### src/hdl/tsw_pkg.sv
// Shared types and constants of the text terminal screen writer.
package tsw_pkg;

	// command codes carried in s_tuser
	localparam logic [2:0] FN_PUT    = 3'd0;
	localparam logic [2:0] FN_SETCUR = 3'd1;
	localparam logic [2:0] FN_CLS    = 3'd2;
	localparam logic [2:0] FN_CLL    = 3'd3;
	localparam logic [2:0] FN_READ   = 3'd4;

	// character codes
	localparam logic [7:0] CHAR_FIRST = 8'd32;   // space, first printable
	localparam logic [7:0] CHAR_TILDE = 8'd126;  // last printable
	localparam logic [7:0] CHAR_NL    = 8'd10;
	localparam logic [7:0] CHAR_TAB   = 8'd9;
	localparam logic [6:0] CELL_SPACE = 7'd32;
	localparam logic [6:0] CELL_NL    = 7'd10;
	localparam logic [7:0] TAB_STEP   = 8'd10;
	// floor(x/10) == (x*205)>>11 for every 7-bit x
	localparam logic [14:0] TAB_RECIP = 15'd205;

	typedef enum logic [2:0] {
		ST_INIT,
		ST_IDLE,
		ST_FILL,
		ST_SCROLL,
		ST_DONE
	} state_t;

	typedef struct packed {
		logic accept;
		logic fill_step;
		logic scroll_step;
		logic out_load;
	} ctrl_cmd_t;

	typedef struct packed {
		logic dec_fill;
		logic dec_scroll;
		logic scroll_pend;
		logic fill_last;
		logic scroll_done;
		logic out_free;
	} dp_stat_t;

endpackage

### src/hdl/tsw_ctrl.sv
// Sequencer of the text terminal screen writer: command, fill, scroll and result phases.
module tsw_ctrl
	import tsw_pkg::*;
(
	input  logic      clk,
	input  logic      arst_n,
	input  logic      s_tvalid,
	output logic      s_tready,
	input  dp_stat_t  stat,
	output ctrl_cmd_t cmd
);

	state_t state_q, state_d;

	always_ff @(posedge clk or negedge arst_n) begin
		if (!arst_n) begin
			state_q <= ST_INIT;
		end else begin
			state_q <= state_d;
		end
	end

	// next state
	always_comb begin
		state_d = state_q;
		unique case (state_q)
			ST_INIT: begin
				if (stat.fill_last) state_d = ST_IDLE;
			end
			ST_IDLE: begin
				if (s_tvalid) begin
					priority if (stat.dec_fill) state_d = ST_FILL;
					else if (stat.dec_scroll)   state_d = ST_SCROLL;
					else                        state_d = ST_DONE;
				end
			end
			ST_FILL: begin
				if (stat.fill_last) state_d = stat.scroll_pend ? ST_SCROLL : ST_DONE;
			end
			ST_SCROLL: begin
				if (stat.scroll_done) state_d = ST_FILL;
			end
			ST_DONE: begin
				if (stat.out_free) state_d = ST_IDLE;
			end
			default: state_d = ST_INIT;
		endcase
	end

	// outputs
	always_comb begin
		s_tready        = (state_q == ST_IDLE);
		cmd.accept      = (state_q == ST_IDLE) && s_tvalid;
		cmd.fill_step   = (state_q == ST_INIT) || (state_q == ST_FILL);
		cmd.scroll_step = (state_q == ST_SCROLL);
		cmd.out_load    = (state_q == ST_DONE) && stat.out_free;
	end

`ifndef ASSERT_OFF
	// one command at a time: no beat right after an accepted one
	a_one_at_a_time: assert property (@(posedge clk) disable iff (!arst_n)
		cmd.accept |=> !s_tready) else $error("beat accepted back to back");
	// scroll only runs with a pending scroll request
	a_scroll_pend: assert property (@(posedge clk) disable iff (!arst_n)
		(state_q == ST_SCROLL) |-> stat.scroll_pend) else $error("scroll without request");
	// a fill ending in the result phase leaves no scroll behind
	a_fill_exit: assert property (@(posedge clk) disable iff (!arst_n)
		((state_q == ST_FILL) && stat.fill_last && !stat.scroll_pend) |=>
		(state_q == ST_DONE)) else $error("fill exit lost");
`endif

endmodule

### config.mk
export PLATFORM = sky130hd
export DESIGN_NAME = tsw_ctrl
export DESIGN_NICKNAME = d
export VERILOG_FILES = /design/src/hdl/tsw_pkg.sv /design/src/hdl/tsw_ctrl.sv
export SDC_FILE = /design/constraint.sdc
export NUM_CORES = 1
export LEC_CHECK = 0
export BUFFER_PORTS_ARGS = -buffer_cell sky130_fd_sc_hd__buf_2
export CAP_MARGIN = 20
export CORE_AREA = 2 2 39 41
export CTS_BUF_LIST = sky130_fd_sc_hd__clkbuf_4 sky130_fd_sc_hd__clkbuf_8
export DETAILED_ROUTE_END_ITERATION = 8
export DIE_AREA = 0 0 41 43
export GPL_TIMING_DRIVEN = 0
export PLACE_DENSITY_LB_ADDON = 0.12
export SLEW_MARGIN = 30
export SYNTH_ARGS = -nofsm -noshare
export SYNTH_HDL_FRONTEND = slang
export SYNTH_SLANG_ARGS = --single-unit
### constraint.sdc
create_clock -name clk -period 1.41 [get_ports clk]
set_clock_uncertainty 0.1 [all_clocks]
set_input_delay 0.0705 -clock clk [delete_from_list [all_inputs] [get_ports clk]]
set_output_delay 0.0705 -clock clk [all_outputs]
set_load 0.1 [all_outputs]
==> metrics.md <==
| Metric | Value |
|---|---|
| Setup crit start | state_q[2]$_DFFE_PN0P_ |
| Maxcap violations | 0 |
| Final Cycle Share | 105% |
| Biggest registers after layout | state_q: 3 flops |
| DIE HEIGHT | about 43 µm |
| Detailed-route DRC error count | 0 |
| Critical path type | reg -> out |
| WL final | 818 µm |
| Crit-path max FO | 9 |
| Final Wtd Congestion | roughly 0.67 |
| Synth top area share | 28.6% |
| Area added between synthesis and finish | 116% |
| Initial core utilization | a little under a fifth |
| Grt ovf | 0 |
| Worst setup EP type | output port |
| Initial antenna violation count | 0 |
| Largest net degree at the start of global routing | 10 |
| Fmax | around 0.68 GHz |
| Area leader, netlist | dfrtp_1 |
| Clock buffer depth | 2 |
| Worst-Margin Slew | 298 ps |
| Clock sink count | 3 |
| Primary FF master, synth | dfrtp_1 |
| Slew Limit Fails | 0 |
| Nets | 64 |
| Number of antenna diodes | 0 |
| IO buf count | 13 |
| Slew HR | 80.1% |
| Failing checks | setup timing |
| Final WS setup | -69.2 ps |
| Num rows | 14 |
| Core Box Area | between 0.001 and 0.0015 mm² |
| Crit path required time | 1240 ps |
| H-tree Lvls | 1 |
| Yosys Warn Count | 0 |
| Drt wl/cell | 11.7 µm |
| Layout fillers | roughly 140 |
| DR vias | 323 |
| Clock root buffer | clkbuf_4 |
| Synth async-reset ratio | between 90% and 100% |
| Final Hold Fails | 0 |
| Commonest cells in the synthesized netlist | dfrtp_1 (3), o21ai_0 (3), nand3b_1 (2), nor2_1 (2), o31ai_1 (2) |
| Minimum clock period | approximately 1500 ps |
| Post-DP HPWL | around 480 µm |
| Worst hold path class | in -> reg |
| CTS tree | yes |
| Total Routing Usage GR | between 10% and 20% |
| R2r startpoint | state_q[1]$_DFFE_PN0P_ |
| CP endpoint | cmd[3] |
| Post-synth EDFFs | 0 |
| Share of cells above drive strength 1 | a little over two thirds |
| Die W | 41 µm |
| # setup viols final | 4 |
| Synth area leaders | dfrtp_1 (29%), o311ai_2 (6.2%), o21ai_0 (5.7%) |
| RSZ-0062 raised after global routing | yes |
| Worst R2R Setup Slack | -50 ps |
| Clock Pin Slew Worst Setup and Hold Paths | approximately 40 ps |
| CP arrival | 1310 ps |
| Top-level I/O count | 14 |
| Sequential fraction of the synthesis area | between 20% and 30% |
| Number of flip-flops in the largest register | 3 |
| Netlist Area Pre-Place | about 260 µm² |
| Clock latency on the worst-skew pair | between 200 and 250 ps |
| Distinct cells, synth | 21 |
| Router iterations before antenna repair | 4 |
| CP startpoint kind | register |
| Syn Nets | 37 |
| First-pass GRT wire length | between 1000 and 1500 µm |
| Vias per inst | roughly 4.6 |
| Number of CTS-inserted buffers | 3 |
| DRT antenna net count | 0 |
| DR iter-0 viols | 2 |
| Avg Cell Area, Syn | between 9 and 10 µm² |
| Reg-to-reg endpoint | state_q[1]$_DFFE_PN0P_ |
| Die area | 0.00176 mm² |
| Reg2reg path depth | 5 |
| Fin util | between 40% and 50% |
| Vias in the first global route | 330 |
| Post-Syn Instances | 28 |
| Total negative setup slack | -184 ps |
| Biggest register | state_q |
| Number of synthesized register bits | 3 |
| Status | finished, violations left |
layout by cell type (no fill, tap or decap):
| master | count |
|---|---|
| buf_2 | 8 |
| buf_4 | 7 |
| buf_6 | 5 |
| clkbuf_4 | 4 |
| buf_12 | 4 |
| dfrtp_1 | 3 |
| nor2_2 | 2 |
| o21ai_0 | 2 |
| nand3b_1 | 2 |
| o31ai_1 | 2 |
| nor3b_4 | 1 |
| and3b_2 | 1 |
| and2_4 | 1 |
| and3_4 | 1 |
| a21oi_1 | 1 |
| mux2i_2 | 1 |
| o311ai_2 | 1 |
| mux2_4 | 1 |
| nor4b_4 | 1 |
| a211oi_1 | 1 |
| o21ai_1 | 1 |
| nor3_1 | 1 |
| nor2_1 | 1 |
| a22oi_1 | 1 |
| dlygate4sd3_1 | 1 |
metal layers:
layer	track usage [%]	up-vias	wire length, µm
met2	15.9	8	475
li1	-	159	-
met4	12.0	0	0
met3	2.09	0	23
met1	12.7	156	319
met5	0	-	0
per-stage QoR:
stage	hold WS, ps	worst slack [ps]	instances	instance area (µm²)
after global routing	77.8	-138	70	568
after global placement	-236	-58.7	57	372
after floorplan	-325	-625	28	287
after CTS	53.4	-68.8	68	522
final	48.3	-69.2	70	568
after detailed placement	-233	-49.1	57	372
logic make-up (layout without fill, tap and decap cells):
logic type	after synthesis	count (layout)	synth area share [%]
flip-flops	3	3	28.6
AO/OA/AOI/OAI	9	9	25.2
buffers and inverters	3	29	9.05
AND/OR/NAND/NOR	11	11	27.6
multiplexers	2	2	9.52
cell type report:
type | count | area, µm² | area share [%]
flip-flops and latches | 3 | 75.1 | 13.2
plain buffers | 3 | 33.8 | 5.95
repair buffers | 22 | 205 | 36.1
well taps | 16 | 20.0 | 3.52
clock buffers | 4 | 30.0 | 5.29
multi-input cells | 22 | 204 | 35.9
worst min path at each step:
stage / from / cells past startpoint / slack (ps) / endpoint
global placement: arst_n / 1 / -240 / state_q[1]$_DFFE_PN0P_
detailed placement: arst_n / 1 / -230 / state_q[2]$_DFFE_PN0P_
global route: arst_n / 2 / 80 / state_q[1]$_DFFE_PN0P_
CTS: arst_n / 2 / 50 / state_q[1]$_DFFE_PN0P_
finish: stat[2] / 3 / 50 / state_q[0]$_DFFE_PN0P_
floorplan: arst_n / 0 / -330 / state_q[0]$_DFFE_PN0P_
worst max-delay path, stage by stage (launching register included):
cell	delay [ps]
dfrtp_1	400
buf_6	150
nor3b_4	180
and2_4	180
buf_12	160
repair_timing:
| action | 4_1_cts | 5_1_grt |
|---|---|---|
| gates cloned | 0 | 0 |
| resized for setup | 18 | 7 |
| hold buffers | 1 | 0 |
| endpoints found under the hold margin | 3 | 0 |
| pin swaps | 2 | 0 |
| endpoints found under the setup margin | 6 | 8 |
| setup buffers | 6 | 2 |
Power is not shown: default switching activity piles up to over one toggle a cycle in this logic, so the estimate is an artifact.
